## src/rtl/ngh_pkg.sv

```systemverilog
// Shared types and constants for the noise gate with hold and hysteresis.
// Used by cfg, env, gate, merge and the top in rtl; no dependencies.
`default_nettype none

package ngh_pkg;

  // Unity gain and full-scale envelope, Q1.23
  localparam logic [23:0] ONE_Q23 = 24'h800000;

  // Gate modes
  localparam logic [1:0] MODE_CLOSED  = 2'd0;
  localparam logic [1:0] MODE_ATTACK  = 2'd1;
  localparam logic [1:0] MODE_HOLD    = 2'd2;
  localparam logic [1:0] MODE_RELEASE = 2'd3;

  // Register map indexes (byte address = 4 * index)
  localparam int unsigned CFG_ADDR_BITS = 5;
  localparam logic [2:0] REG_ENV_ATTACK  = 3'd0;
  localparam logic [2:0] REG_ENV_RELEASE = 3'd1;
  localparam logic [2:0] REG_OPEN_LEVEL  = 3'd2;
  localparam logic [2:0] REG_CLOSE_LEVEL = 3'd3;
  localparam logic [2:0] REG_FLOOR_GAIN  = 3'd4;
  localparam logic [2:0] REG_RISE_STEP   = 3'd5;
  localparam logic [2:0] REG_FALL_STEP   = 3'd6;
  localparam logic [2:0] REG_HOLD_LENGTH = 3'd7;

  // Register reset values
  localparam logic [23:0] RST_ENV_ATTACK  = 24'd16431303;
  localparam logic [23:0] RST_ENV_RELEASE = 24'd16775469;
  localparam logic [23:0] RST_OPEN_LEVEL  = 24'd83886;
  localparam logic [23:0] RST_CLOSE_LEVEL = 24'd42043;
  localparam logic [23:0] RST_FLOOR_GAIN  = 24'd265;
  localparam logic [23:0] RST_RISE_STEP   = 24'd174763;
  localparam logic [23:0] RST_FALL_STEP   = 24'd874;
  localparam logic [15:0] RST_HOLD_LENGTH = 16'd4800;

  typedef struct packed {
    logic [23:0] env_attack_coeff;
    logic [23:0] env_release_coeff;
    logic [23:0] open_level;
    logic [23:0] close_level;
    logic [23:0] floor_gain;
    logic [23:0] rise_step;
    logic [23:0] fall_step;
    logic [15:0] hold_length;
  } cfg_t;

  // Gate state as seen by the lanes and the output stage
  typedef struct packed {
    logic [23:0] gain;
    logic [1:0]  mode;
  } gate_res_t;

endpackage

`default_nettype wire

```

## src/rtl/ngh_env.sv

```systemverilog
// Envelope follower: rectify the detection sample and apply the one-pole
// attack/release smoother. Depends on ngh_pkg for cfg_t and ONE_Q23.
`default_nettype none

module ngh_env (
  input  wire logic               clk,
  input  wire logic               rst_n,
  input  wire logic               accept,
  input  wire logic signed [23:0] detect_sample,
  input  wire ngh_pkg::cfg_t      cfg,
  output logic             [23:0] env_level
);

  logic        [23:0] env_r;
  logic        [23:0] env_nxt;
  logic        [24:0] neg_x;
  logic        [23:0] abs_x;
  logic        [23:0] coeff;
  logic        [24:0] k;
  logic signed [24:0] diff;
  logic signed [50:0] prod;

  // |-1.0| = 2^23 still fits the 24-bit magnitude
  assign neg_x = 25'd0 - {detect_sample[23], detect_sample};
  assign abs_x = detect_sample[23] ? neg_x[23:0] : detect_sample;

  assign coeff = (abs_x > env_r) ? cfg.env_attack_coeff : cfg.env_release_coeff;
  assign k     = 25'h1000000 - {1'b0, coeff};
  assign diff  = $signed({1'b0, abs_x}) - $signed({1'b0, env_r});
  assign prod  = $signed({1'b0, k}) * diff;

  // Arithmetic shift floors the step, so the envelope never overshoots |x|
  assign env_nxt = env_r + prod[47:24];

  always_ff @(posedge clk) begin
    if (!rst_n) begin
      env_r <= 24'd0;
    end else if (accept) begin
      env_r <= env_nxt;
    end
  end

  assign env_level = env_r;

  a_env_bounded: assert property (@(posedge clk) disable iff (!rst_n)
    env_r <= ngh_pkg::ONE_Q23)
    else $error("envelope above full scale");

endmodule

`default_nettype wire

```

## config.mk

```make
export PLATFORM = sky130hd
export DESIGN_NAME = ngh_env
export DESIGN_NICKNAME = d
export VERILOG_FILES = /design/src/rtl/ngh_pkg.sv /design/src/rtl/ngh_env.sv
export SDC_FILE = /design/constraint.sdc
export NUM_CORES = 2
export LEC_CHECK = 0
export BUFFER_PORTS_ARGS = -buffer_cell sky130_fd_sc_hd__buf_2
export CORE_MARGIN = 5
export CORE_UTILIZATION = 45
export CTS_CLUSTER_DIAMETER = 120
export DETAILED_ROUTE_END_ITERATION = 10
export GPL_TIMING_DRIVEN = 0
export PLACE_DENSITY = 0.75
export SETUP_SLACK_MARGIN = 0.05
export SLEW_MARGIN = 25
export SYNTH_ARGS = -nofsm -noshare
export SYNTH_HDL_FRONTEND = slang
export SYNTH_SLANG_ARGS = --single-unit
export TNS_END_PERCENT = 5
```

## constraint.sdc

```tcl
create_clock -name clk -period 22.9 [get_ports clk]
set_input_delay 4.58 -clock clk [delete_from_list [all_inputs] [get_ports clk]]
set_output_delay 4.58 -clock clk [all_outputs]
set_load 0.02 [all_outputs]
```

==> impl_metrics.ini <==
[die]
die_area_mm2 = 0.0589
die_h_um = 243
initial_core_util_pct = 45.4
rows = 85
ioPinCount = 235
fp.dieW_um = 243
core_area_mm2 = 0.0537

[synth]
yosys-top-cells-area = fa_1 (43%), ha_1 (12%), inv_1 (10%), nor2_1 (6.4%), nand2_1 (4.7%)
yosys_most_used_dff = dfxtp_1
syn-cell-area_mm2 = 0.0244
synth_warnings = 0
yosysTopAreaCellShare_pct = 43.3
synthArstFlopShare_pct = 0
ys_ff_latch = 24
yosysTopAreaCell = fa_1
syn_inst = 2957
synth_seq_area_share_pct = 1.97
synth_edf_count = 0
synth_cell_types = 74
synth.avg_cell_area_um2 = 8.25
syn_nets = 3933

[placement]
gp_congestion = 1.05
hpwl_mm = 70.5
portBuffers = 96
post_dp_cell_area_mm2 = 0.0259

[detailed_routing]
avgRoutedWirePerCell_um = 22.0
wl_mm = 82.9
first_pass_iters = 6
antenna_left = 0
viasPerCell = 5.58
drt-initial-drc-count = 2142
drc = 0
vias = 21000

[setup_path]
endpoint_kind = flip-flop
crit_family = adder cells
max_stage_delay_ps = 650
cpMostUsedCell = fa_1
critPathSlowestCell = clkbuf_1
crit_arrival_ps = 22120
startpoint = detect_sample[0]
required_ps = 23070
cp_max_fo = 10
critPathKind = input pin to flip-flop
crit_path_start_kind = input pin
critPathBufInv = 13
r2r-start = env_level[10]

[clocking]
htreeDepth = 1
clk_path_buf_depth = 2
numCtsBuffers = 3
cts_tree = yes
clkTransAtPathRegs_ps = 70
clkLatencyLatePin_ps = 260
cts_hold_buffers = 0
clk_root_buffer_cell = clkbuf_16
cts.sinks = 24

[min_path]
min_from = env_level[1]
hold_path.class = flip-flop to flip-flop

[timing]
finClkSkew_ps = 4.45
rsz0062_at_grt = false
relSlewSlack_pct = 21.9
final-setup-viol-count = 0
setup_tns_ps = 0
timing.final.crit_share_pct = 95.9
fmax_mhz = 45.6
hold_violations = 0
tightest_slew_ps = 1170
slew_viol_final = 0
period_minus_slack_ps = 21950

[final_layout]
fin_util_pct = 48.6
nFillCells = 5221
drive_gt1_share_pct = 5.61
syn_to_final_growth_pct = 7.12
nNetsFinal = 4041
finalInstanceArea_mm2 = 0.0261
largest_reg_flops = 24

[global_routing]
grt_pass1_vias = 21500
overflow = 0
grt_max_degree = 15
grtUsageTotal_pct = 27.7
grt_antenna_before_repair = 2
grt_pass1_wl_mm = 127

[run]
maxCapViolCount = 0

[status]
outcome = finished, final reports clean
-- synth_stat cells, drive strengths merged (3+ instances only) --
cell type	instances
a2111oi	4
a211o	6
a211oi	13
a21boi	5
a21o	40
a21oi	70
a31oi	6
and2	10
and3	9
buf	13
clkbuf	100
dfxtp	24
fa	527
ha	238
inv	677
mux2	13
mux2i	36
nand2	306
nand2b	33
nand3	36
nand3b	3
nand4	14
nor2	416
nor2b	14
nor3	42
nor4	5
o211ai	7
o21a	11
o21ai	51
o21bai	10
o31a	4
o31ai	12
or2	10
or3	21
or4	6
xnor2	92
xor2	39
-- metrics by stage --
| stage | worst slack (ps) | instances | hold slack (ps) |
|---|---|---|---|
| final | 948 | 3761 | 537 |
| after detailed placement | -579 | 3753 | 530 |
| after CTS | 87.9 | 3757 | 534 |
| after global routing | 85.2 | 3761 | 585 |
| after global placement | -1470 | 3749 | 508 |
| after floorplan | 3480 | 2957 | 578 |
-- kinds of logic (layout without fill, tap and decap cells) --
logic type	Yosys count	count (layout)	share of synthesized area (%)
xor+xnor	132	132	4.80
simple gates	931	931	16.2
mux	49	49	2.08
other cells	0	1	0
fa+ha+maj	765	765	55.5
flops	24	24	1.97
compound gates	266	266	7.23
buf+inv	790	897	12.2
-- path summary, 6_finish.rpt --
check	slack [ps]	end	depth (start not counted)
setup / recovery	950	env_level[23]	70
hold / removal	540	env_level[1]	2
setup reg to reg	7110	env_level[23]	59
hold reg to reg	540	env_level[1]	2
-- cell type report --
cell class	instances	area [um^2]	share of cell area (%)
antenna	1	2.50	0.00958
inverter	677	2540	9.73
clock inverter	1	30.0	0.115
multi-input combinational	2143	21100	80.8
timing repair buffer	104	553	2.12
sequential	24	480	1.84
buffer	112	452	1.73
clock buffer	3	75.1	0.287
tap	696	871	3.33
-- worst register-to-register path: cells and delay by family (launching register included) --
kind	cells	cell delay, ps
adder cells (fa/ha/maj)	11	4740
AO/OA/AOI/OAI	17	3330
AND/OR/NAND/NOR	13	2940
buffers and inverters	12	2820
XOR/XNOR	4	850
multiplexers	2	620
flip-flops	1	410
-- metal layers --
layer	up-vias	GRT usage [%]	share of wire, %
li1	9164	-	-
met1	10200	36.3	38
met2	1266	42.2	42
met3	314	6.77	12
met4	2	15.8	7.7
met5	-	0	0.013
-- placed cells by master (no fill, tap or decap), drive strengths merged, types with 6 or more instances in the layout --
cell    instances
buf           115
or2            10
o21bai         10
o21a           11
or3            21
a211oi         13
o21ai          51
a211o           6
mux2           13
and3            9
ha            238
nor2b          14
nand4          14
a21oi          70
fa            527
nand2b         33
nor3           42
mux2i          36
nand3          36
a21o           40
nor2          416
a31oi           6
xor2           39
o211ai          7
or4             6
clkbuf        104
nand2         306
and2           10
xnor2          92
inv           677
dfxtp          24
o31ai          12
-- repair_timing --
| action | 4_1_cts | 5_1_grt |
|---|---|---|
| endpoints found under the setup margin | 1 | 8 |
| resized for setup | 2 | 28 |
| buffers inserted | 0 | 3 |
| hold endpoints to repair | 0 | 0 |
| pin swaps | 0 | 0 |
Power is not shown: default switching activity piles up to over one toggle a cycle in this logic, so the estimate is an artifact.
