File: src/rtl/ngh_lane.sv
// One channel lane: scale a sample by the gate gain, floor to SAMPLE_BITS.
// Standalone; registers its result on the pipeline enable.
`default_nettype none

module ngh_lane #(
  parameter int SAMPLE_BITS = 24
) (
  input  wire logic                   clk,
  input  wire logic                   en,
  input  wire logic [SAMPLE_BITS-1:0] sample,
  input  wire logic [23:0]            gain,
  output logic      [SAMPLE_BITS-1:0] y_r
);

  logic signed [SAMPLE_BITS+24:0] prod;

  assign prod = $signed(sample) * $signed({1'b0, gain});

  // drop 23 fraction bits; gain <= 1.0 keeps the result in range
  always_ff @(posedge clk) begin
    if (en) y_r <= prod[SAMPLE_BITS+22:23];
  end

endmodule

`default_nettype wire

File: config.mk
export PLATFORM = sky130hd
export DESIGN_NAME = ngh_lane
export DESIGN_NICKNAME = d
export VERILOG_FILES = /design/src/rtl/ngh_lane.sv
export SDC_FILE = /design/constraint.sdc
export NUM_CORES = 1
export LEC_CHECK = 0
export ABC_CLOCK_PERIOD_IN_PS = 10200
export BUFFER_PORTS_ARGS = -buffer_cell sky130_fd_sc_hd__buf_2
export CORE_AREA = 2 2 229 231
export CTS_BUF_LIST = sky130_fd_sc_hd__clkbuf_4 sky130_fd_sc_hd__clkbuf_8
export CTS_CLUSTER_SIZE = 12
export DETAILED_ROUTE_END_ITERATION = 8
export DIE_AREA = 0 0 231 233
export SLEW_MARGIN = 30
export SYNTH_ARGS = -nofsm -noshare
export SYNTH_HDL_FRONTEND = slang
export SYNTH_SLANG_ARGS = --single-unit
File: constraint.sdc
create_clock -name clk -period 10.2 [get_ports clk]
set_input_delay 1.02 -clock clk [delete_from_list [all_inputs] [get_ports clk]]
set_output_delay 1.02 -clock clk [all_outputs]
set_load 0.01 [all_outputs]
==> results of run 1 <==
[kinds of logic (layout without fill, tap and decap cells)]
logic type	after synthesis	count (layout)	share of synthesized area [%]
buf+inv	629	604	12.24
other cells	0	1	0
xor+xnor	29	29	1.315
compound gates	118	118	4.061
flops	24	24	3.730
fa+ha+maj	666	666	61.82
simple gates	644	644	16.83
[synth_stat cells, drive strengths merged (2+ instances only)]
cell type | number | share of area (%)
a2111oi | 2 | 0.16
a211oi | 5 | 0.22
a21o | 20 | 0.78
a21oi | 40 | 1.1
a31oi | 4 | 0.13
and2 | 267 | 8.7
and4 | 3 | 0.14
buf | 3 | 0.078
clkbuf | 100 | 1.9
edfxtp | 24 | 3.7
fa | 481 | 50
ha | 185 | 12
inv | 526 | 10
nand2 | 298 | 5.8
nand2b | 18 | 0.58
nand3 | 8 | 0.21
nand4 | 10 | 0.36
nor2 | 19 | 0.37
nor2b | 11 | 0.36
nor3 | 6 | 0.16
o211ai | 4 | 0.16
o21a | 3 | 0.12
o21ai | 24 | 0.70
o21bai | 5 | 0.19
o31ai | 2 | 0.13
xnor2 | 22 | 1.0
xor2 | 7 | 0.32
[how the worst min path moves through the flow]
stage	slack [ns]	end	cells past startpoint
after global routing	1.31	y_r[15]	1
after CTS	1.30	y_r[20]	1
after global placement	1.44	y_r[15]	1
after detailed placement	1.44	y_r[10]	1
final	1.28	y_r[15]	1
after floorplan	1.13	y_r[0]	0
[critical path: cells and delay by family]
kind / cells / cell delay (ns)
adder cells (fa/ha/maj): 8 / 3.89
AND/OR/NAND/NOR: 4 / 1.65
AO/OA/AOI/OAI: 5 / 0.78
buffers and inverters: 6 / 0.77
[routing by layer]
layer | wire length (µm) | GRT usage (%) | up-vias
met3 | 2703 | 2.181 | 83
met2 | 26400 | 35.90 | 417
met4 | 1277 | 4.698 | 0
met5 | 0 | 0 | -
met1 | 21030 | 25.78 | 7245
li1 | - | - | 6078
[layout make-up]
class                      instances  area [µm²]
antenna                            1       2.502
fill                            5213       30870
multi-input combinational       1457       16230
timing repair buffer              74       372.9
tap                              680       850.8
clock buffer                       3       41.29
sequential                        24       720.7
inverter                         526        1974
clock inverter                     1       30.03
[stage by stage]
step                cells  utilization (%)  setup slack [ns]  hold slack [ns]  area (µm²)
finish               2766            39.59             2.181            1.284       20230
global route         2765            39.58             1.831            1.313       20220
CTS                  2765            39.58             2.333            1.299       20220
detailed placement   2761            39.44             2.046            1.441       20150
global placement     2761            39.44             2.093            1.440       20150
floorplan            2110                -             3.129            1.133       19320
==> results.yml, run 1 <==
logic_synthesis:
  synthFlopType: "edfxtp_1"
  avgSynthCellArea_um2: 9.156
  yosysSeqAreaShare_pct: 3.730
  ys_types: 46
  async_reset_ff_share_pct: 0
  yosysWarnings: 0
  ys_ff_latch: 24
  syn_nets: 2826
  synth_edf_count: 24
  netlist_area_um2: 19320
  synthCells: 2110
worst_setup_path:
  start_kind: "input pin"
  path_cells: "buf_2 > nand2_1 > fa_1 > fa_1 > inv_1 > fa_1 > inv_1 > fa_1 > inv_1 > fa_1 > fa_1 > inv_1 > fa_1 > inv_1 > ha_1 > a21oi_1 > o21ai_0 > nor3_1 > a2111oi_2 > nor2_1 > o31ai_2 > or4_1 > o311ai_2"
  critical_path_arrival_ns: 8.13
  worstSetupEndpointType: "flip-flop"
  critPathMaxStageDelay_ns: 0.77
  cp-startpoint: "gain[10]"
  cp_max_fo: 24
  worst-setup-path-type: "in2reg"
  slowest_stage: "nor3_1"
  worstPathRequired_ns: 10.31
  crit_end: "y_r[22]"
  crit_top_cell: "fa_1"
global_routing:
  grt_pass1_wl_um: 83240
  grt_pass1_vias: 15318
  grt_antenna_before_repair: 1
  grt_max_degree: 26
  gr-usage-all-layers_pct: 19.99
  grt_overflow: 0
layout:
  reg_top3: "y_r: 24 flops"
  area.growth.synth_to_final_pct: 4.695
  largest_reg_flops: 24
  largest-register: "y_r"
  final_common_cell: "inv_1"
  drive_gt1_share_pct: 4.508
  mostFrequentLayoutCells: "inv_1, fa_1, nand2_1, and2_1, ha_1"
  fin_nets: 2802
timing:
  fmaxAchievable_mhz: 124.7
  hold_violations: 0
  finalSetupTns_ns: 0
  period_share_pct: 78.62
  rsz0062_at_grt: "no"
  slew_violations: 0
  slew_headroom_pct: 37.65
  worstMarginPinSlew_ns: 0.9281
  setup_viol: 0
  fin_crit_ns: 8.019
clocking:
  cts.path.max_buffers: 2
  cts_setup_buffers: 0
  cts_buffers: 3
  cts_tree: "done"
  cts.sink_count: 24
  ctsHoldBuffers: 0
  ctsResizeCount: 0
  cts-root-buf: "clkbuf_8"
  cts.clk_slew.worst_paths_ns: 0.09
  cts_max_level: 1
placement:
  place.gp.congestion: 0.8598
  dp_hpwl_um: 40260
  numPortBuffers: 73
detailed_routing:
  wl_um: 51410
  via_count: 13823
  dr.pass1.iters: 5
  wl_per_cell_um: 18.59
  drtIter0Drc: 780
  drc: 0
  ant_nets: 0
  via_per_inst: 4.997
die:
  pin_count: 74
  fp-row-count: 83
  dieHeight_um: 233
  fp.dieW_um: 231
  core_um2: 51090
  die-area_um2: 53820
  initial_core_util_pct: 37.81
run_status:
  status: "finished clean"
run:
  cap_violations: 0
hold_path:
  hp-class: "in2reg"
  worstHoldStart: "en"
Power of run 1 is not shown: default switching activity piles up to over one toggle a cycle in this logic, so the estimate is an artifact.
==> run 2: changes to the inputs <==
Settings changed: ABC_CLOCK_PERIOD_IN_PS 10200 to 6800.
Clock period 10.2 ns to 6.8 ns, I/O delays scaled along.
==> run 2 against run 1 <==
  * Design area grew 11%
  * Worst setup slack lost 2.1 ns
  * First-iteration DRC count shrank 4.5%
  * Sequential cell count is the same
  * Sequential share of layout area shrank 0.37 points
  * Critical path type unchanged
  * Largest cell class unchanged
  * Highest routed layer is now met5
==> results.yml, run 2 (synthesized netlist as in run 1, its figures left out) <==
hold_path:
  hp-class: "in2reg"
  worstHoldStart: "en"
  hold_path_depth: 1
  min_to: "y_r[15]"
global_routing:
  grt_max_degree: 25
  grt_pass1_wl_um: 81290
  grt_overflow: 0
  grt_pass1_vias: 15641
  grt_antenna_before_repair: 2
  gr-usage-all-layers_pct: 18.98
timing:
  slew_headroom_pct: 60.83
  slew_violations: 0
  fin_crit_ns: 6.733
  setup_viol: 0
  fmaxAchievable_mhz: 148.5
  rsz0062_at_grt: "yes"
  period_share_pct: 99.01
  worstMarginPinSlew_ns: 0.5876
  hold_violations: 0
placement:
  dp_hpwl_um: 44050
  place.gp.congestion: 0.8909
  numPortBuffers: 73
detailed_routing:
  via_count: 14357
  ant_nets: 0
  wl_um: 49410
  dr.pass1.iters: 5
  wl_per_cell_um: 16.63
  drc: 0
  via_per_inst: 4.832
  drtIter0Drc: 745
worst_setup_path:
  critical_path_arrival_ns: 6.76
  worst-setup-path-type: "in2reg"
  worstSetupEndpointType: "flip-flop"
  start_kind: "input pin"
  worstPathRequired_ns: 6.82
  cp_max_fo: 8
layout:
  drive_gt1_share_pct: 16.12
  largest_reg_flops: 24
  fin_nets: 3006
  final_common_cell: "inv_1"
  area.growth.synth_to_final_pct: 16.73
  fin_util_pct: 44.14
  mostFrequentLayoutCells: "inv_1, fa_1, nand2_1, and2_1, buf_4"
  largest-register: "y_r"
  reg_top3: "y_r: 24 flops"
clocking:
  cts.path.max_buffers: 2
  ctsHoldBuffers: 0
  cts.clk_slew.worst_paths_ns: 0.09
  cts-root-buf: "clkbuf_8"
  cts_max_level: 1
  cts_buffers: 3
  cts_tree: "done"
  cts.sink_count: 24
die:
  fp.dieW_um: 231
  pin_count: 74
  fp-row-count: 83
  die-area_um2: 53820
  dieHeight_um: 233
  core_um2: 51090
  initial_core_util_pct: 37.81
run:
  cap_violations: 0
run_status:
  status: "finished clean"
[run 2: layer usage]
| layer | wire length (µm) | share of wire, % | vias to the layer above | global-route usage (%) |
|---|---|---|---|---|
| met5 | 13 | 0.026 | - | 0 |
| met2 | 26390 | 53 | 291 | 34.95 |
| met4 | 914 | 1.8 | 2 | 3.226 |
| met1 | 20190 | 41 | 7528 | 24.79 |
| met3 | 1902 | 3.8 | 51 | 1.201 |
| li1 | - | - | 6485 | - |
[run 2: worst max-delay path by stage]
stage | from | to | slack, ns | cells after the start
4_1_cts | sample[3] | y_r[22] | -0.03 | 21
3_3_place_gp | sample[0] | y_r[22] | -0.43 | 25
5_1_grt | sample[0] | y_r[22] | -0.07 | 26
3_5_place_dp | sample[4] | y_r[22] | -0.51 | 21
6_report | gain[15] | y_r[22] | 0.07 | 25
2_1_floorplan | gain[10] | y_r[22] | 0.07 | 23
[run 2: metrics by stage]
step                cells  worst slack (ns)  cell area [µm²]  TNS (ns)  hold slack, ns
floorplan            2110           0.06892            19320         0          0.7925
global placement     2945           -0.4341            21550    -6.076           1.101
detailed placement   2945           -0.5116            21550    -6.408           1.096
CTS                  2949          -0.02785            21710  -0.03769          0.9561
global route         2970          -0.07366            22550   -0.1662          0.9714
finish               2971           0.06749            22550         0          0.9404
[run 2: critical path, stage by stage]
cell and delay (ns):
buf_2 0.16, buf_4 0.18, and2_1 0.18, fa_1 0.51
fa_1 0.53, inv_1 0.06, fa_1 0.47, inv_1 0.05
fa_1 0.54, fa_1 0.42, fa_1 0.49, inv_1 0.05
fa_1 0.47, inv_1 0.06, ha_4 0.29, nand2_1 0.07
o21ai_2 0.20, o211ai_1 0.13, buf_4 0.16, a2111oi_4 0.18
buf_4 0.21, nor2_4 0.05, o31ai_4 0.30, or4_4 0.19
o311ai_2 0.09
[run 2: layout make-up]
type	count	area, µm²
clock inverters	1	30.03
flip-flops and latches	24	720.7
inverters	526	1974
fillers	4984	28540
diodes	2	5.005
clock buffers	3	41.29
multi-input cells	1457	16670
repair buffers	278	2258
well taps	680	850.8
[run 2: timing repair]
action	CTS	global route
setup buffers	0	19
gates resized for setup	19	195
pin swaps	5	74
setup endpoints to repair	13	19
gates cloned	0	2
Power of run 2 is left out for the same reason.
