<file path="config.mk">
export PLATFORM = sky130hd
export DESIGN_NAME = ngh_cfg
export DESIGN_NICKNAME = d
export VERILOG_FILES = /design/src/rtl/ngh_pkg.sv /design/src/rtl/ngh_cfg.sv
export SDC_FILE = /design/constraint.sdc
export NUM_CORES = 1
export LEC_CHECK = 0
export BUFFER_PORTS_ARGS = -buffer_cell sky130_fd_sc_hd__buf_2
export CORE_UTILIZATION = 35
export DETAILED_ROUTE_END_ITERATION = 7
export PLACE_DENSITY = 0.61
export SYNTH_ARGS = -nofsm -noshare
export SYNTH_HDL_FRONTEND = slang
export SYNTH_SLANG_ARGS = --single-unit
export TNS_END_PERCENT = 1
</file>
<file path="constraint.sdc">
create_clock -name clk -period 3.4 [get_ports clk]
set_clock_uncertainty 0.05 [all_clocks]
set_input_delay 0.34 -clock clk [delete_from_list [all_inputs] [get_ports clk]]
set_output_delay 0.34 -clock clk [all_outputs]
set_load 0.01 [all_outputs]
</file>
<file path="src/rtl/ngh_pkg.sv">
// Shared types and constants for the noise gate with hold and hysteresis.
// Used by cfg, env, gate, merge and the top in rtl; no dependencies.
`default_nettype none

package ngh_pkg;

  // Unity gain and full-scale envelope, Q1.23
  localparam logic [23:0] ONE_Q23 = 24'h800000;

  // Gate modes
  localparam logic [1:0] MODE_CLOSED  = 2'd0;
  localparam logic [1:0] MODE_ATTACK  = 2'd1;
  localparam logic [1:0] MODE_HOLD    = 2'd2;
  localparam logic [1:0] MODE_RELEASE = 2'd3;

  // Register map indexes (byte address = 4 * index)
  localparam int unsigned CFG_ADDR_BITS = 5;
  localparam logic [2:0] REG_ENV_ATTACK  = 3'd0;
  localparam logic [2:0] REG_ENV_RELEASE = 3'd1;
  localparam logic [2:0] REG_OPEN_LEVEL  = 3'd2;
  localparam logic [2:0] REG_CLOSE_LEVEL = 3'd3;
  localparam logic [2:0] REG_FLOOR_GAIN  = 3'd4;
  localparam logic [2:0] REG_RISE_STEP   = 3'd5;
  localparam logic [2:0] REG_FALL_STEP   = 3'd6;
  localparam logic [2:0] REG_HOLD_LENGTH = 3'd7;

  // Register reset values
  localparam logic [23:0] RST_ENV_ATTACK  = 24'd16431303;
  localparam logic [23:0] RST_ENV_RELEASE = 24'd16775469;
  localparam logic [23:0] RST_OPEN_LEVEL  = 24'd83886;
  localparam logic [23:0] RST_CLOSE_LEVEL = 24'd42043;
  localparam logic [23:0] RST_FLOOR_GAIN  = 24'd265;
  localparam logic [23:0] RST_RISE_STEP   = 24'd174763;
  localparam logic [23:0] RST_FALL_STEP   = 24'd874;
  localparam logic [15:0] RST_HOLD_LENGTH = 16'd4800;

  typedef struct packed {
    logic [23:0] env_attack_coeff;
    logic [23:0] env_release_coeff;
    logic [23:0] open_level;
    logic [23:0] close_level;
    logic [23:0] floor_gain;
    logic [23:0] rise_step;
    logic [23:0] fall_step;
    logic [15:0] hold_length;
  } cfg_t;

  // Gate state as seen by the lanes and the output stage
  typedef struct packed {
    logic [23:0] gain;
    logic [1:0]  mode;
  } gate_res_t;

endpackage

`default_nettype wire

</file>
<file path="src/rtl/ngh_cfg.sv">
// APB register file for the gate: coefficients, levels, steps and hold time.
// Depends on ngh_pkg for the register map, reset values and cfg_t.
`default_nettype none

module ngh_cfg (
  input  wire logic                                clk,
  input  wire logic                                rst_n,
  input  wire logic                                psel,
  input  wire logic                                penable,
  input  wire logic                                pwrite,
  input  wire logic [ngh_pkg::CFG_ADDR_BITS-1:0]   paddr,
  input  wire logic [31:0]                         pwdata,
  output logic      [31:0]                         prdata,
  output logic                                     pready,
  output ngh_pkg::cfg_t                            cfg
);

  ngh_pkg::cfg_t cfg_r;
  ngh_pkg::cfg_t cfg_nxt;
  logic [2:0]    idx;
  logic          wr;

  assign idx    = paddr[4:2];
  assign wr     = psel && penable && pwrite;
  assign pready = 1'b1;
  assign cfg    = cfg_r;

  always_comb begin
    cfg_nxt = cfg_r;
    if (wr) begin
      unique case (idx)
        ngh_pkg::REG_ENV_ATTACK:  cfg_nxt.env_attack_coeff  = pwdata[23:0];
        ngh_pkg::REG_ENV_RELEASE: cfg_nxt.env_release_coeff = pwdata[23:0];
        ngh_pkg::REG_OPEN_LEVEL:  cfg_nxt.open_level        = pwdata[23:0];
        ngh_pkg::REG_CLOSE_LEVEL: cfg_nxt.close_level       = pwdata[23:0];
        ngh_pkg::REG_FLOOR_GAIN:  cfg_nxt.floor_gain        = pwdata[23:0];
        ngh_pkg::REG_RISE_STEP:   cfg_nxt.rise_step         = pwdata[23:0];
        ngh_pkg::REG_FALL_STEP:   cfg_nxt.fall_step         = pwdata[23:0];
        ngh_pkg::REG_HOLD_LENGTH: cfg_nxt.hold_length       = pwdata[15:0];
        default:                  cfg_nxt = cfg_r;
      endcase
    end
  end

  always_comb begin
    unique case (idx)
      ngh_pkg::REG_ENV_ATTACK:  prdata = {8'd0, cfg_r.env_attack_coeff};
      ngh_pkg::REG_ENV_RELEASE: prdata = {8'd0, cfg_r.env_release_coeff};
      ngh_pkg::REG_OPEN_LEVEL:  prdata = {8'd0, cfg_r.open_level};
      ngh_pkg::REG_CLOSE_LEVEL: prdata = {8'd0, cfg_r.close_level};
      ngh_pkg::REG_FLOOR_GAIN:  prdata = {8'd0, cfg_r.floor_gain};
      ngh_pkg::REG_RISE_STEP:   prdata = {8'd0, cfg_r.rise_step};
      ngh_pkg::REG_FALL_STEP:   prdata = {8'd0, cfg_r.fall_step};
      ngh_pkg::REG_HOLD_LENGTH: prdata = {16'd0, cfg_r.hold_length};
      default:                  prdata = 32'd0;
    endcase
  end

  always_ff @(posedge clk) begin
    if (!rst_n) begin
      cfg_r.env_attack_coeff  <= ngh_pkg::RST_ENV_ATTACK;
      cfg_r.env_release_coeff <= ngh_pkg::RST_ENV_RELEASE;
      cfg_r.open_level        <= ngh_pkg::RST_OPEN_LEVEL;
      cfg_r.close_level       <= ngh_pkg::RST_CLOSE_LEVEL;
      cfg_r.floor_gain        <= ngh_pkg::RST_FLOOR_GAIN;
      cfg_r.rise_step         <= ngh_pkg::RST_RISE_STEP;
      cfg_r.fall_step         <= ngh_pkg::RST_FALL_STEP;
      cfg_r.hold_length       <= ngh_pkg::RST_HOLD_LENGTH;
    end else begin
      cfg_r <= cfg_nxt;
    end
  end

endmodule

`default_nettype wire

</file>
==> summary.md <==
| Metric | Value |
|---|---|
| Status | finished clean |
| Main synth FF type | dfxtp_1 |
| Worst EP required | roughly 3 ns |
| CTS H-tree depth | 4 |
| Final Hold Vio Count | 0 |
| DRT Wirelength | approximately 30 mm |
| Min-delay worst type | in -> reg |
| Gr ovfl total | 0 |
| Headroom to the max-slew limit | between 30% and 40% |
| Vias per cell | ~5.1 |
| Row Count | 56 |
| Clk pin slew, worst setup/hold paths | about 0.07 ns |
| Crit start category | input port |
| Number of remaining DRC errors | 0 |
| Post-route setup slack | slightly below 0.7 ns |
| DR iter-0 viols | roughly 900 |
| Fin nets | ~1.3k |
| Cell Pwr Density | between 400 and 500 mW/mm^2 |
| CTS tree | yes |
| Max reg flops | 184 |
| Worst-skew pair later-pin latency | between 0.4 and 0.5 ns |
| Final Max Slew Viols | 0 |
| Post-Syn Area per Cell | 7.91 sq um |
| Maximum vdd drop | 0.315 mV |
| CTS Buffer Depth | 2 |
| First-pass GRT wire length | around 46 mm |
| Vias in the first global route | between 7k and 8k |
| Fillcell total | 2397 |
| Post-CTS Resized | 0 |
| Area growth syn-to-layout | 21.9% |
| Ant diodes | 0 |
| Total GRT Usage | ~25% |
| Area occupied by multi-input gates | approximately 0.004 sq mm |
| Pwr Total | between 4 and 5 mW |
| Largest net degree at the start of global routing | approximately 190 |
| Worst path cell trace | buf_2, buf_4, mux2i_1, a221oi_1, a221oi_1, nor2_1, buf_2 |
| Post-Layout Inst Area | approximately 0.01 sq mm |
| Leading cell types in the layout, fill and taps excluded | 361 x nand2_1, 238 x buf_2, 184 x dfxtp_1, 67 x a21boi_0, 62 x nand3_1 |
| DP HPWL | approximately 22 mm |
| Clock Sink Count | 184 |
| Final Wtd Congestion | just over 0.9 |
| TNS Setup | 0 ns |
| EDFF count, synth | 0 |
| Mapped Area | about 0.0084 sq mm |
| Flops & latches, synth | 184 |
| Ports | around 260 |
| Leakage | between 4 and 5 nW |
| Critical path data arrival time | 2.32 ns |
| Reg area | ~0.0037 sq mm |
| Final period util | about four fifths |
| Type of the worst setup path | in -> out |
| Total CTS buffers | 17 |
| Crit path max-delay cell type | buf_2 |
| Sequential cell area fraction in the yosys report | 44.0% |
| Async SR Flop Fraction | 0% |
| Initial Util | roughly 36% |
| Layout cell share with drive strength beyond 1 | 25.6% |
| Die Ht | 157 microns |
| Max stage delay on crit path | 0.46 ns |
| DRT antenna net count | 0 |
| Max Cap Viol | 0 |
| Die W | approximately 160 microns |
| Synthesis Warnings | 0 |
| Dpl ws | roughly 0.76 ns |
| Hold_buf cts | 0 |
| Commonest non-fill, non-tap cell in the layout | nand2_1 |
| Initial antenna violation count | 0 |
| Postcts setup bufs | 0 |
| Max Freq | approximately 370 MHz |
| Placed cell area | 0.00962 sq mm |
| Unique cell type count in the Yosys netlist | 38 |
| First drt pass iteration count | 5 |
| Crit. End Element | output pin |
| Vias | 8054 |
| Placeable Area | 0.0235 sq mm |
| Cell count after synthesis | 1059 |
| Root Driver | clkbuf_16 |
| Worst-path fanout max | 24 |
| Die ar. | 0.0245 sq mm |
| Final setup vio count | 0 |
| PortBufs | roughly 240 |
| Post-route minimum period | between 2 and 3 ns |
| RSZ-0062 raised after global routing | no |
| Worst-Margin Slew | between 0.9 and 1 ns |
| Mean routed wirelength per cell | slightly below 20 microns |
[critical path, delay by kind of cell]
kind | cells | cell delay (ns)
buffers and inverters | 3 | 0.93
AOI/OAI and AO/OA | 2 | 0.54
muxes | 1 | 0.43
and+or+nand+nor | 1 | 0.07
[cell usage after synthesis, types with 2 or more instances]
library cell,instances,area (sq um)
or3_1,3,18.8
a221oi_1,31,272
a21oi_1,16,80.1
a21boi_0,67,503
dfxtp_1,184,3680
buf_4,21,158
o211ai_1,16,120
inv_1,21,78.8
nor2b_1,3,18.8
nor2_2,3,18.8
a21boi_1,43,323
buf_2,48,240
a22oi_1,3,22.5
mux2_2,11,124
mux2i_1,22,220
or2_1,2,12.5
o221a_2,4,45.0
nor2_1,43,161
or2_2,4,25.0
clkbuf_1,38,143
a22o_1,24,210
nand2b_1,9,56.3
a32oi_1,6,52.6
nand3_1,62,310
conb_1,2,7.51
nand2_1,361,1360
[report_power, final]
group | internal (mW) | switching, mW
clock | 1.11 | 0.897
combinational | 0.147 | 0.274
sequential | 2.18 | 0.0174
[layer usage]
layer	share of wire, %	track usage (%)	vias up	wire [microns]
li1	-	-	3879	-
met1	49	37.6	3822	14900
met2	41	33.9	325	12500
met3	8.9	6.78	28	2730
met4	1.6	7.66	0	482
met5	0	0	-	0
[final timing paths]
kind	from	to	slack [ns]	cells past startpoint
setup / recovery	paddr[3]	prdata[14]	0.69	7
hold / removal	pwdata[22]	cfg[134]$_SDFFE_PN0P_	0.19	3
setup reg to reg	cfg[79]$_SDFFE_PN0P_	cfg[79]$_SDFFE_PN0P_	2.62	2
hold reg to reg	cfg[52]$_SDFFE_PN0P_	cfg[52]$_SDFFE_PN0P_	0.42	2
[stage by stage]
step           utilization, %  std cells  hold slack [ns]
2_1_floorplan               -       1066            0.414
3_3_place_gp             41.0       1535            0.403
3_5_place_dp             41.0       1535            0.406
4_1_cts                  43.5       1567            0.178
5_1_grt                  43.5       1567            0.191
6_report                 43.5       1567            0.190
[layout make-up]
| class | count | share of cell area [%] |
|---|---|---|
| clock buffers | 18 | 4.30 |
| clock inverters | 14 | 1.43 |
| inverters | 21 | 0.772 |
| multi-input cells | 752 | 40.0 |
| flip-flops and latches | 184 | 36.1 |
| well taps | 319 | 3.91 |
| repair buffers | 259 | 13.5 |
[kinds of logic after synthesis]
kind of cell	count (synthesis)	share of synthesized area, %
AO/OA/AOI/OAI	213	19.7
buffers and inverters	130	7.58
multiplexers	33	4.11
other	2	0.0897
flip-flops	184	44.0
AND/OR/NAND/NOR	497	24.5
Note: power is estimated with default switching activity, not from simulation.
