### src/rtl/ngh_pkg.sv
// Shared types and constants for the noise gate with hold and hysteresis.
// Used by cfg, env, gate, merge and the top in rtl; no dependencies.
`default_nettype none

package ngh_pkg;

  // Unity gain and full-scale envelope, Q1.23
  localparam logic [23:0] ONE_Q23 = 24'h800000;

  // Gate modes
  localparam logic [1:0] MODE_CLOSED  = 2'd0;
  localparam logic [1:0] MODE_ATTACK  = 2'd1;
  localparam logic [1:0] MODE_HOLD    = 2'd2;
  localparam logic [1:0] MODE_RELEASE = 2'd3;

  // Register map indexes (byte address = 4 * index)
  localparam int unsigned CFG_ADDR_BITS = 5;
  localparam logic [2:0] REG_ENV_ATTACK  = 3'd0;
  localparam logic [2:0] REG_ENV_RELEASE = 3'd1;
  localparam logic [2:0] REG_OPEN_LEVEL  = 3'd2;
  localparam logic [2:0] REG_CLOSE_LEVEL = 3'd3;
  localparam logic [2:0] REG_FLOOR_GAIN  = 3'd4;
  localparam logic [2:0] REG_RISE_STEP   = 3'd5;
  localparam logic [2:0] REG_FALL_STEP   = 3'd6;
  localparam logic [2:0] REG_HOLD_LENGTH = 3'd7;

  // Register reset values
  localparam logic [23:0] RST_ENV_ATTACK  = 24'd16431303;
  localparam logic [23:0] RST_ENV_RELEASE = 24'd16775469;
  localparam logic [23:0] RST_OPEN_LEVEL  = 24'd83886;
  localparam logic [23:0] RST_CLOSE_LEVEL = 24'd42043;
  localparam logic [23:0] RST_FLOOR_GAIN  = 24'd265;
  localparam logic [23:0] RST_RISE_STEP   = 24'd174763;
  localparam logic [23:0] RST_FALL_STEP   = 24'd874;
  localparam logic [15:0] RST_HOLD_LENGTH = 16'd4800;

  typedef struct packed {
    logic [23:0] env_attack_coeff;
    logic [23:0] env_release_coeff;
    logic [23:0] open_level;
    logic [23:0] close_level;
    logic [23:0] floor_gain;
    logic [23:0] rise_step;
    logic [23:0] fall_step;
    logic [15:0] hold_length;
  } cfg_t;

  // Gate state as seen by the lanes and the output stage
  typedef struct packed {
    logic [23:0] gain;
    logic [1:0]  mode;
  } gate_res_t;

endpackage

`default_nettype wire

### src/rtl/ngh_gate.sv
// Four-mode gate (closed, attack, hold, release) with gain ramp and hold count.
// Depends on ngh_pkg for mode codes, cfg_t and gate_res_t.
`default_nettype none

module ngh_gate (
  input  wire logic          clk,
  input  wire logic          rst_n,
  input  wire logic          step,
  input  wire logic   [23:0] env_level,
  input  wire ngh_pkg::cfg_t cfg,
  output ngh_pkg::gate_res_t res
);

  logic        [1:0]  mode_r;
  logic        [1:0]  mode_nxt;
  logic        [23:0] gain_r;
  logic        [23:0] gain_nxt;
  logic        [15:0] hold_r;
  logic        [15:0] hold_nxt;
  logic        [24:0] gain_up;
  logic signed [25:0] gain_dn;
  logic        [23:0] floor_sat;
  logic               env_open;
  logic               env_low;
  logic               at_floor;

  assign gain_up   = {1'b0, gain_r} + {1'b0, cfg.rise_step};
  assign gain_dn   = $signed({2'b00, gain_r}) - $signed({2'b00, cfg.fall_step});
  assign at_floor  = gain_dn <= $signed({2'b00, cfg.floor_gain});
  assign floor_sat = (cfg.floor_gain > ngh_pkg::ONE_Q23) ? ngh_pkg::ONE_Q23 : cfg.floor_gain;
  assign env_open  = env_level >= cfg.open_level;
  assign env_low   = env_level < cfg.close_level;

  always_comb begin
    mode_nxt = mode_r;
    gain_nxt = gain_r;
    hold_nxt = hold_r;
    unique case (mode_r)
      ngh_pkg::MODE_CLOSED: begin
        if (env_open) mode_nxt = ngh_pkg::MODE_ATTACK;
      end
      ngh_pkg::MODE_ATTACK: begin
        if (gain_up >= {1'b0, ngh_pkg::ONE_Q23}) begin
          gain_nxt = ngh_pkg::ONE_Q23;
          mode_nxt = ngh_pkg::MODE_HOLD;
          hold_nxt = cfg.hold_length;
        end else begin
          gain_nxt = gain_up[23:0];
          if (env_low) mode_nxt = ngh_pkg::MODE_RELEASE;
        end
      end
      ngh_pkg::MODE_HOLD: begin
        if (env_low) begin
          if (hold_r != 16'd0) hold_nxt = hold_r - 16'd1;
          else                 mode_nxt = ngh_pkg::MODE_RELEASE;
        end else begin
          hold_nxt = cfg.hold_length;
        end
      end
      ngh_pkg::MODE_RELEASE: begin
        // at floor: land (never above unity) and close; env_open reopens
        if (at_floor) begin
          gain_nxt = floor_sat;
          mode_nxt = ngh_pkg::MODE_CLOSED;
        end else begin
          gain_nxt = gain_dn[23:0];
        end
        if (env_open) mode_nxt = ngh_pkg::MODE_ATTACK;
      end
      default: mode_nxt = mode_r;
    endcase
  end

  always_ff @(posedge clk) begin
    if (!rst_n) begin
      mode_r <= ngh_pkg::MODE_CLOSED;
      gain_r <= 24'd0;
      hold_r <= 16'd0;
    end else if (step) begin
      mode_r <= mode_nxt;
      gain_r <= gain_nxt;
      hold_r <= hold_nxt;
    end
  end

  assign res.gain = gain_r;
  assign res.mode = mode_r;

  a_gain_max: assert property (@(posedge clk) disable iff (!rst_n)
    gain_r <= ngh_pkg::ONE_Q23)
    else $error("gain above unity");

  a_hold_unity: assert property (@(posedge clk) disable iff (!rst_n)
    (mode_r == ngh_pkg::MODE_HOLD) |-> (gain_r == ngh_pkg::ONE_Q23))
    else $error("hold mode without unity gain");

endmodule

`default_nettype wire

### config.mk
export PLATFORM = sky130hd
export DESIGN_NAME = ngh_gate
export DESIGN_NICKNAME = d
export VERILOG_FILES = /design/src/rtl/ngh_pkg.sv /design/src/rtl/ngh_gate.sv
export SDC_FILE = /design/constraint.sdc
export NUM_CORES = 1
export LEC_CHECK = 0
export BUFFER_PORTS_ARGS = -buffer_cell sky130_fd_sc_hd__clkbuf_2
export CORE_MARGIN = 8
export CORE_UTILIZATION = 53
export CTS_CLUSTER_SIZE = 8
export DETAILED_ROUTE_END_ITERATION = 16
export GPL_ROUTABILITY_DRIVEN = 1
export PLACE_DENSITY_LB_ADDON = 0.05
export SLEW_MARGIN = 15
export SYNTH_ARGS = -nofsm -noshare
export SYNTH_HDL_FRONTEND = slang
export SYNTH_SLANG_ARGS = --single-unit
### constraint.sdc
create_clock -name clk -period 6.8 [get_ports clk]
set_input_delay 1.36 -clock clk [delete_from_list [all_inputs] [get_ports clk]]
set_output_delay 1.36 -clock clk [all_outputs]
set_load 0.02 [all_outputs]
==> results.md <==
- Outcome: finished clean
- Post-CTS setup buffer count: 0
- R2r setup slk: 1.25 ns
- Drt initial violations: 480
- Sequential power share: 0.214
- Psw: 0.000719 W
- PortBufs: 188
- Max Clk Rate: 160 MHz
- Top cell type's share of synthesized area: 0.222
- Final WL: 21200 um
- Clock period minus worst slack: 6.26 ns
- RSZ-0062 raised after global routing: false
- Number of synthesized flops with an enable pin: 0
- Total CTS buffers: 5
- Sum Neg Setup Slack: 0 ns
- Synth area leaders: ha_1 22%, dfxtp_1 12%, inv_1 6.8%
- Wire per inst: 16.2 um
- FF/Latch Area: 841 sq um
- Area Overhead vs Synth: 17.7%
- Slew HR: 0.292
- Async set or reset register ratio after synthesis: 0
- RD Place Congestion: 0.897
- Hold_sp: hold_r[1]$_SDFFE_PN0P_
- FF-to-FF End: gain_r[13]$_SDFFE_PN0P_
- Total chip power: 0.00155 W
- Worst-margin pin slew: 1.06 ns
- Clk pin slew, worst setup/hold paths: 0.07 ns
- # IOs: 237
- Post-DR vias/cell: 5.73
- Fillers: 1288
- Synth cell types: 75
- Final non-filler cell total: 1309
- First-pass GRT wire length: 35000 um
- Critical R2R Launch: gain_r[0]$_SDFFE_PN0P_
- Core Box Area: 0.0131 sq mm
- Via count: 7502
- Yosys warns: 0
- Placement Rows: 42
- Cells after DPL: 1301
- HP Class: register to register
- Clk root buf: clkbuf_16
- Top FF cell, synth: dfxtp_1
- Clock power frac: 0.160
- VDD IR max: 0.134 mV
- Critical path required time: 6.98 ns
- Post-CTS Resized: 0
- Leading area contributor after synthesis: ha_1
- Clock Path Buffers: 2
- Fin Clk Skew: 0.00656 ns
- Post-Synthesis Cells: 960
- Pwr dens: 187 mW/mm^2
- Worst Hold Path EP: hold_r[1]$_SDFFE_PN0P_
- Gr usage total: 0.236
- Seq/Total Area, Yosys: 0.119
- Lkg Pwr: 4.32 nW
- Final period util: 0.921
- Nets: 1470
- Total grt overflow: 0
- N_diodes: 0
- Pint: 0.000829 W
- Initial antenna violation count: 0
- ANT nets after route: 0
- # setup viols final: 0
- Critical path type: primary input to register
- Die height: 131 um
- Die ar.: 0.0172 sq mm
- Register bit count reported by yosys: 42
- Syn Area/Cell: 7.34 sq um
- Layout cells sized above 1: 0.212
- Multi-input logic area: 0.00557 sq mm
- Initial Util: 0.536
- Clk_lat worst skew: 0.30 ns
- First-pass DRT Iterations: 5
- CTS tree: yes
- DIE WIDTH: 131 um
- Sw Ratio: 0.465
- H-tree levels: 2
- Dpl ws: 0.251 ns
- Setup WS post-layout: 0.539 ns
- Vias in the first global route: 7454
- Final hold violations: 0
- Syn_nets: 1298
- Clock sinks: 42
- Critical Path Sink Type: register
- Detailed placement HPWL: 17800 um
- CP max FO: 15
- Critical Path Start Type: primary input
- Path depth of the worst reg2reg path: 22
- DRC violations left: 0
- WP data arrival: 6.44 ns
- Largest net degree at the start of global routing: 36
- Min-Delay Path Depth: 2
- Synthesized area: 0.00705 sq mm
- # hold bufs at CTS: 0
- Max-Cap Viols: 0
- Max Slew Vio Count: 0
- Combinational power share: 0.627
==> cell usage in the layout, fill, tap and decap left out, types with 14 or more instances in the layout <==
cell and n:
a211oi_1 21, a21o_1 29, a21oi_1 92, a221oi_1 14, clkbuf_2 188, dfxtp_1 42, ha_1 125, inv_1 127
nand2_1 54, nand3_1 14, nand4_1 17, nor2_1 72, nor3_1 18, o21ai_0 71, xnor2_1 23
==> area by class of cell <==
cell class / instances / share of cell area
clock buffers: 5 / 0.0151
clock inverters: 3 / 0.00287
inverters: 128 / 0.0579
multi-input cells: 757 / 0.672
flip-flops and latches: 42 / 0.101
well taps: 176 / 0.0266
repair buffers: 198 / 0.124
==> through the flow <==
step           utilization  hold slack [ns]  cell area, sq um
5_1_grt              0.631            0.539              8290
3_5_place_dp         0.619            0.503              8140
4_1_cts              0.631            0.512              8280
3_3_place_gp         0.619            0.504              8140
6_report             0.631            0.517              8290
2_1_floorplan            -            0.471              7050
==> Yosys cell counts (6+ instances only) <==
master    number
inv_1        127
ha_1         125
a21oi_1       92
nor2_1        72
o21ai_0       72
nand2_1       54
dfxtp_1       42
a21o_1        29
xnor2_1       23
a211oi_1      21
clkbuf_1      21
nor3_1        18
nand4_1       17
a221oi_1      14
nand3_1       14
mux2_2        13
nor2b_1       13
o21a_1        13
and2_1        12
xor2_1        12
a31oi_1       10
mux2i_1       10
nand2b_1       9
nor4_1         8
o211ai_1       7
o221a_2        7
buf_2          6
==> power groups by stage <==
stage / Sequential, W / Clock (W) / Combinational [W]
2_1_floorplan: 0.000349 / 0 / 0.000686
3_3_place_gp: 0.000334 / 0 / 0.000946
3_5_place_dp: 0.000335 / 0 / 0.000953
4_1_cts: 0.000330 / 0.000252 / 0.000961
5_1_grt: 0.000336 / 0.000261 / 0.00108
6_report: 0.000331 / 0.000247 / 0.000970
==> layer usage <==
| metal | up-vias | global-route usage | part of all wire |
|---|---|---|---|
| li1 | 3847 | - | - |
| met1 | 3364 | 0.288 | 0.44 |
| met2 | 267 | 0.404 | 0.46 |
| met3 | 24 | 0.0659 | 0.082 |
| met4 | 0 | 0.0549 | 0.017 |
| met5 | - | 0 | 0 |
==> worst max-delay path: stages <==
cell and delay (ns):
clkbuf_2 0.08, ha_1 0.16, inv_1 0.06, fa_1 0.42, a211oi_1 0.23, o21bai_1 0.15
o2111ai_1 0.39, nand2_1 0.18, a41o_1 0.31, mux2i_1 0.14, or3_1 0.40, ha_1 0.33
nand4_1 0.15, nor4_1 0.40, o21ai_0 0.15, a31oi_1 0.21, o31ai_1 0.12, a31oi_2 0.28
buf_12 0.19, mux2_2 0.35, a221oi_1 0.29, nor2_1 0.08
==> sequential cells by signal, indices dropped and copies added (netlist names) <==
signal and flops:
gain_r 24, hold_r 16, mode_r 2
==> worst max path at each step <==
| stage | startpoint | end | cells past startpoint |
|---|---|---|---|
| after floorplan | cfg[16] | gain_r[11]$_SDFFE_PN0P_ | 21 |
| after global placement | cfg[16] | gain_r[13]$_SDFFE_PN0P_ | 22 |
| after detailed placement | cfg[16] | gain_r[13]$_SDFFE_PN0P_ | 22 |
| after CTS | cfg[16] | gain_r[13]$_SDFFE_PN0P_ | 22 |
| after global routing | cfg[16] | gain_r[11]$_SDFFE_PN0P_ | 22 |
| final | cfg[16] | gain_r[13]$_SDFFE_PN0P_ | 22 |
==> cell families (layout without fill, tap and decap cells) <==
| logic type | Yosys count | in the layout | share of synthesized area |
|---|---|---|---|
| xor gates and xnor gates | 35 | 35 | 0.0435 |
| buffers and inverters | 161 | 334 | 0.0916 |
| muxes | 23 | 23 | 0.0350 |
| and+or+nand+nor | 250 | 250 | 0.182 |
| AOI/OAI and AO/OA | 322 | 322 | 0.301 |
| adders and majority gates | 127 | 127 | 0.228 |
| DFF | 42 | 42 | 0.119 |
Note: power is estimated with default switching activity, not from simulation.
