==> src/rtl/ngh_pkg.sv <==
// Shared types and constants for the noise gate with hold and hysteresis.
// Used by cfg, env, gate, merge and the top in rtl; no dependencies.
`default_nettype none

package ngh_pkg;

  // Unity gain and full-scale envelope, Q1.23
  localparam logic [23:0] ONE_Q23 = 24'h800000;

  // Gate modes
  localparam logic [1:0] MODE_CLOSED  = 2'd0;
  localparam logic [1:0] MODE_ATTACK  = 2'd1;
  localparam logic [1:0] MODE_HOLD    = 2'd2;
  localparam logic [1:0] MODE_RELEASE = 2'd3;

  // Register map indexes (byte address = 4 * index)
  localparam int unsigned CFG_ADDR_BITS = 5;
  localparam logic [2:0] REG_ENV_ATTACK  = 3'd0;
  localparam logic [2:0] REG_ENV_RELEASE = 3'd1;
  localparam logic [2:0] REG_OPEN_LEVEL  = 3'd2;
  localparam logic [2:0] REG_CLOSE_LEVEL = 3'd3;
  localparam logic [2:0] REG_FLOOR_GAIN  = 3'd4;
  localparam logic [2:0] REG_RISE_STEP   = 3'd5;
  localparam logic [2:0] REG_FALL_STEP   = 3'd6;
  localparam logic [2:0] REG_HOLD_LENGTH = 3'd7;

  // Register reset values
  localparam logic [23:0] RST_ENV_ATTACK  = 24'd16431303;
  localparam logic [23:0] RST_ENV_RELEASE = 24'd16775469;
  localparam logic [23:0] RST_OPEN_LEVEL  = 24'd83886;
  localparam logic [23:0] RST_CLOSE_LEVEL = 24'd42043;
  localparam logic [23:0] RST_FLOOR_GAIN  = 24'd265;
  localparam logic [23:0] RST_RISE_STEP   = 24'd174763;
  localparam logic [23:0] RST_FALL_STEP   = 24'd874;
  localparam logic [15:0] RST_HOLD_LENGTH = 16'd4800;

  typedef struct packed {
    logic [23:0] env_attack_coeff;
    logic [23:0] env_release_coeff;
    logic [23:0] open_level;
    logic [23:0] close_level;
    logic [23:0] floor_gain;
    logic [23:0] rise_step;
    logic [23:0] fall_step;
    logic [15:0] hold_length;
  } cfg_t;

  // Gate state as seen by the lanes and the output stage
  typedef struct packed {
    logic [23:0] gain;
    logic [1:0]  mode;
  } gate_res_t;

endpackage

`default_nettype wire

==> src/rtl/ngh_if.sv <==
// Valid/ready channel interfaces for frames in and gated frames out.
// Channel widths follow CHANNELS and SAMPLE_BITS; no package use.
`default_nettype none


interface ngh_out_if #(
  parameter int CHANNELS    = 2,
  parameter int SAMPLE_BITS = 24
) ();
  logic                            valid;
  logic                            ready;
  logic [CHANNELS*SAMPLE_BITS-1:0] chan_out;
  logic [23:0]                     applied_gain;
  logic [1:0]                      gate_mode;

  modport source (output valid, output chan_out, output applied_gain, output gate_mode,
                  input ready);
  modport sink   (input valid, input chan_out, input applied_gain, input gate_mode,
                  output ready);
endinterface

`default_nettype wire

==> src/rtl/ngh_merge.sv <==
// Output stage: gathers the lane results with gain and mode into one transfer,
// with a spare entry so the pipeline keeps moving. Depends on ngh_pkg, ngh_out_if.
`default_nettype none

module ngh_merge #(
  parameter int CHANNELS    = 2,
  parameter int SAMPLE_BITS = 24
) (
  input  wire logic                            clk,
  input  wire logic                            rst_n,
  input  wire logic                            push,
  input  wire logic [CHANNELS*SAMPLE_BITS-1:0] lane_y,
  input  wire ngh_pkg::gate_res_t              res,
  output logic                                 space,
  ngh_out_if.source                            out_ch
);

  logic                            out_v_r;
  logic                            spare_v_r;
  logic [CHANNELS*SAMPLE_BITS-1:0] out_y_r;
  logic [CHANNELS*SAMPLE_BITS-1:0] spare_y_r;
  ngh_pkg::gate_res_t              out_res_r;
  ngh_pkg::gate_res_t              spare_res_r;
  logic                            take;

  assign take  = out_v_r && out_ch.ready;
  assign space = !spare_v_r;

  always_ff @(posedge clk) begin
    if (!rst_n) begin
      out_v_r   <= 1'b0;
      spare_v_r <= 1'b0;
    end else begin
      if (push) begin
        if (!out_v_r || take) begin
          out_v_r <= 1'b1;
        end else begin
          spare_v_r <= 1'b1;
        end
      end else if (take) begin
        // refill from the spare entry, else go empty
        out_v_r   <= spare_v_r;
        spare_v_r <= 1'b0;
      end
    end
  end

  always_ff @(posedge clk) begin
    if (push && (!out_v_r || take)) begin
      out_y_r   <= lane_y;
      out_res_r <= res;
    end else if (take && spare_v_r) begin
      out_y_r   <= spare_y_r;
      out_res_r <= spare_res_r;
    end
    if (push && out_v_r && !take) begin
      spare_y_r   <= lane_y;
      spare_res_r <= res;
    end
  end

  assign out_ch.valid        = out_v_r;
  assign out_ch.chan_out     = out_y_r;
  assign out_ch.applied_gain = out_res_r.gain;
  assign out_ch.gate_mode    = out_res_r.mode;

  a_spare_implies_out: assert property (@(posedge clk) disable iff (!rst_n)
    spare_v_r |-> out_v_r)
    else $error("spare entry held with output empty");

  a_no_push_when_full: assert property (@(posedge clk) disable iff (!rst_n)
    spare_v_r |-> !push)
    else $error("result pushed with no room");

endmodule

`default_nettype wire

==> src/flat_wrapper.sv <==
// flat-port wrapper written by rule: the top's interface ports become plain ports
module ngh_merge_flat 
#(
  parameter int CHANNELS    = 2,
  parameter int SAMPLE_BITS = 24
)
  (clk, rst_n, push, lane_y, res, space, out_ch_valid, out_ch_chan_out, out_ch_applied_gain, out_ch_gate_mode, out_ch_ready);
  ngh_out_if #(.CHANNELS(CHANNELS), .SAMPLE_BITS(SAMPLE_BITS)) out_ch_i ();
  input  wire logic clk;
  input  wire logic rst_n;
  input  wire logic push;
  input  wire logic [CHANNELS*SAMPLE_BITS-1:0] lane_y;
  input  wire ngh_pkg::gate_res_t res;
  output logic space;
  output wire logic [$bits(out_ch_i.valid)-1:0] out_ch_valid;
  output wire logic [$bits(out_ch_i.chan_out)-1:0] out_ch_chan_out;
  output wire logic [$bits(out_ch_i.applied_gain)-1:0] out_ch_applied_gain;
  output wire logic [$bits(out_ch_i.gate_mode)-1:0] out_ch_gate_mode;
  input wire logic [$bits(out_ch_i.ready)-1:0] out_ch_ready;
  assign out_ch_valid = out_ch_i.valid;
  assign out_ch_chan_out = out_ch_i.chan_out;
  assign out_ch_applied_gain = out_ch_i.applied_gain;
  assign out_ch_gate_mode = out_ch_i.gate_mode;
  assign out_ch_i.ready = out_ch_ready;
  ngh_merge #(.CHANNELS(CHANNELS), .SAMPLE_BITS(SAMPLE_BITS)) u_core (.clk(clk), .rst_n(rst_n), .push(push), .lane_y(lane_y), .res(res), .space(space), .out_ch(out_ch_i));
endmodule
==> config.mk <==
export PLATFORM = sky130hd
export DESIGN_NAME = ngh_merge_flat
export DESIGN_NICKNAME = d
export VERILOG_FILES = /design/src/rtl/ngh_pkg.sv /design/src/rtl/ngh_if.sv /design/src/rtl/ngh_merge.sv /design/src/flat_wrapper.sv
export SDC_FILE = /design/constraint.sdc
export NUM_CORES = 1
export LEC_CHECK = 0
export ABC_AREA = 1
export BUFFER_PORTS_ARGS = -buffer_cell sky130_fd_sc_hd__buf_2
export CORE_ASPECT_RATIO = 0.75
export CORE_MARGIN = 5
export CORE_UTILIZATION = 35
export CTS_BUF_LIST = sky130_fd_sc_hd__clkbuf_4 sky130_fd_sc_hd__clkbuf_8 sky130_fd_sc_hd__clkbuf_16
export CTS_CLUSTER_SIZE = 28
export DETAILED_ROUTE_END_ITERATION = 16
export PLACE_DENSITY = 0.65
export SYNTH_ARGS = -nofsm -noshare
export SYNTH_HDL_FRONTEND = slang
export SYNTH_SLANG_ARGS = --single-unit
export TNS_END_PERCENT = 5
==> constraint.sdc <==
create_clock -name clk -period 3.8 [get_ports clk]
set_input_delay 0.38 -clock clk [delete_from_list [all_inputs] [get_ports clk]]
set_output_delay 0.38 -clock clk [all_outputs]
set_load 0.05 [all_outputs]
==> summary.txt <==
Status
  – Outcome: finished, final reports clean

Critical path
  – CP delay by family, top: simple AND/OR/NAND/NOR gates
  – Critical Path Sink: u_core.out_ch.applied_gain[11]
  – Largest fanout on the critical path: 74
  – Cell count of the worst reg-to-reg path: 2
  – Worst path depth: 3
  – Crit end category: flop
  – CP bufs+invs: 1
  – Reg2reg setup slack: 2.04 ns
  – CP Launch Type: input port
  – Data required time of the worst path: 3.82 ns
  – Worst r2r src: u_core.out_ch.valid
  – CP max stage delay: 0.74 ns
  – WP data arrival: 1.94 ns
  – CP max-delay cell: nand2_4
  – WS Path Type: input port to flop
  – Setup crit start: push
  – Worst path cell trace: buf_2, nand2_2, nand2_4
  – Worst r2r dst: u_core.out_ch.applied_gain[11]

Global route
  – Vias in the first global route: 3497
  – Global route overflow: 0
  – Global-route wire length before repair: 18900 microns
  – Initial antenna violation count: 3
  – All-Layer GR Usage: 0.132
  – Largest net degree at the start of global routing: 76

Power and ir drop
  – Internal: 0.00305 W
  – Combinational power share: 0.117
  – Clk pwr share: 0.405
  – VDD IR-drop max: 321 uV
  – NetSw: 0.00102 W
  – P_leak: 3.04 nW
  – Sequential Power Share: 0.478
  – P per Cell Area: 570 nW/um^2
  – Sw frac: 0.251

Detailed routing
  – Vias per Instance: 4.53
  – Routed wire per std cell: 15.2 microns
  – Post-DRT Antenna Nets: 0
  – Drt first pass iters: 4
  – Final wirelength: 12000 microns
  – Initial DRC count: 198
  – Total number of vias: 3583
  – Post-route DRC violation count: 0

Clocking
  – Clock transition at path regs: 0.06 ns
  – # clock sinks: 150
  – CTS root buf: clkbuf_16
  – Clock Tree Buf Depth: 2
  – Post-CTS sizing: 0
  – Clk Latency, worst-skew pair: 0.40 ns
  – CTS hold repair buffers: 0
  – Post-CTS setup buffer count: 0
  – H-tree depth: 4
  – Total CTS buffers: 17
  – CTS tree: done

STA
  – Period utilisation layout: 0.505
  – Fin crit period: 1.92 ns
  – Final Hold Violating Endpoints: 0
  – Tightest Pin Transition: 1.00 ns
  – Slew headroom: 0.333
  – RSZ-0062 raised after global routing: no
  – Fin worst setup slack: 1.88 ns
  – Fmax achieved: 0.521 GHz
  – Post-route setup TNS: 0 ns
  – Final setup fails: 0
  – Worst Skew: 0.00599 ns
  – Pins Over Slew Limit: 0

Cells and area
  – Fillers: 1454
  – Share of layout cells above drive strength 1: 0.331
  – Final net count: 645
  – Layout area overhead: 26.7%

Yosys
  – Ys async rst share: 0
  – Synth top area share: 0.787
  – Cells after Synth: 415
  – Netlist cell types: 13
  – Most common cell in the netlist: nand2_1
  – Top cells by area, synth: edfxtp_1 (79%), nand2_1 (10%), nand3_1 (6.9%), buf_6 (1.2%), buf_2 (1.1%)
  – Mapped Area: 5650 sq um
  – Number of synthesized flops with an enable pin: 148
  – Top cells by count, synth: nand2_1 (154), edfxtp_1 (148), nand3_1 (78)
  – #FFs+latches synth: 150
  – Top_reg_cell synth: edfxtp_1
  – Post-synth net total: 493
  – Ys Warns: 0
  – Post-synth top area cell: edfxtp_1
  – Syn avg cell area: 13.6 sq um
  – Register area share after synthesis: 0.794

Floorplan
  – Row cnt: 40
  – DIE WIDTH: 157 microns
  – Top Ports: 154
  – Chip height: 120 microns
  – Initial core utilization: 0.355
  – Core area: 15900 sq um
  – Die area: 18800 sq um

Placement
  – Gpl congestion: 0.767
  – Count of input and output buffers: 153
  – Place WS: 1.41 ns
  – Detailed Place HPWL: 7840 microns

Job
  – Number of max-cap violations: 0

Hold path
  – Worst Hold Class: input port to flop
final cells by class:
class | count | area (sq um) | area share
Antenna cell | 1 | 2.50 | 0.000350
Clock buffer | 17 | 425 | 0.0595
Clock inverter | 15 | 161 | 0.0226
Inverter | 6 | 23.8 | 0.00332
Multi-Input combinational cell | 234 | 988 | 0.138
Sequential cell | 150 | 4480 | 0.627
Tap cell | 210 | 263 | 0.0367
Timing Repair Buffer | 158 | 803 | 0.112
placed cells by master (no fill, tap or decap), drive strengths merged:
cell / instances
nand2: 155
nand3: 78
clkbuf: 17
bufinv: 3
dfxtp: 2
diode: 1
buf: 158
inv: 6
nor2: 1
clkinv: 12
edfxtp: 148
state kept, by name, indices dropped and copies added (netlist names):
| register | flops |
|---|---|
| u_core.out_ch.chan_out | 48 |
| u_core.out_ch.valid | 1 |
| u_core.spare_v_r | 1 |
| u_core.spare_y_r | 48 |
| u_core.spare_res_r | 26 |
| u_core.out_ch.applied_gain | 24 |
| u_core.out_ch.gate_mode | 2 |
kinds of logic after synthesis:
logic type / after synthesis / synth area share
and+or+nand+nor: 234 / 0.173
DFF: 150 / 0.794
buffers and inverters: 31 / 0.0326
metrics by stage:
stage | util | cells | instance area (sq um) | power [W] | hold WS [ns]
2_1_floorplan | - | 415 | 5650 | 0.00232 | 0.478
3_3_place_gp | 0.412 | 758 | 6560 | 0.00246 | 0.493
3_5_place_dp | 0.412 | 758 | 6560 | 0.00246 | 0.496
4_1_cts | 0.449 | 790 | 7150 | 0.00412 | 0.137
5_1_grt | 0.449 | 790 | 7150 | 0.00424 | 0.136
6_report | 0.449 | 791 | 7150 | 0.00408 | 0.162
routing by layer:
layer,track usage,share of wire,vias to the layer above
li1,-,-,1768
met1,0.185,0.47,1631
met2,0.182,0.41,163
met3,0.0580,0.11,15
met4,0.0423,0.0090,6
met5,0,0.0035,-
worst min-delay path by stage:
stage,to,from,cells after the start
global route,u_core.spare_y_r[0],lane_y[0],1
detailed placement,u_core.out_ch.chan_out[37],u_core.spare_y_r[37],2
global placement,u_core.out_ch.chan_out[8],u_core.spare_y_r[8],2
finish,u_core.spare_y_r[11],lane_y[11],1
CTS,u_core.spare_y_r[3],lane_y[3],1
floorplan,u_core.out_ch.valid,rst_n,2
power groups by stage:
stage               Sequential, W  Clock (W)  Combinational [W]
finish                    0.00195    0.00165           0.000477
global route              0.00195    0.00177           0.000513
CTS                       0.00195    0.00169           0.000483
detailed placement        0.00198          0           0.000484
global placement          0.00198          0           0.000476
floorplan                 0.00220          0           0.000127
No activity file was read; power rests on OpenSTA's default activity.
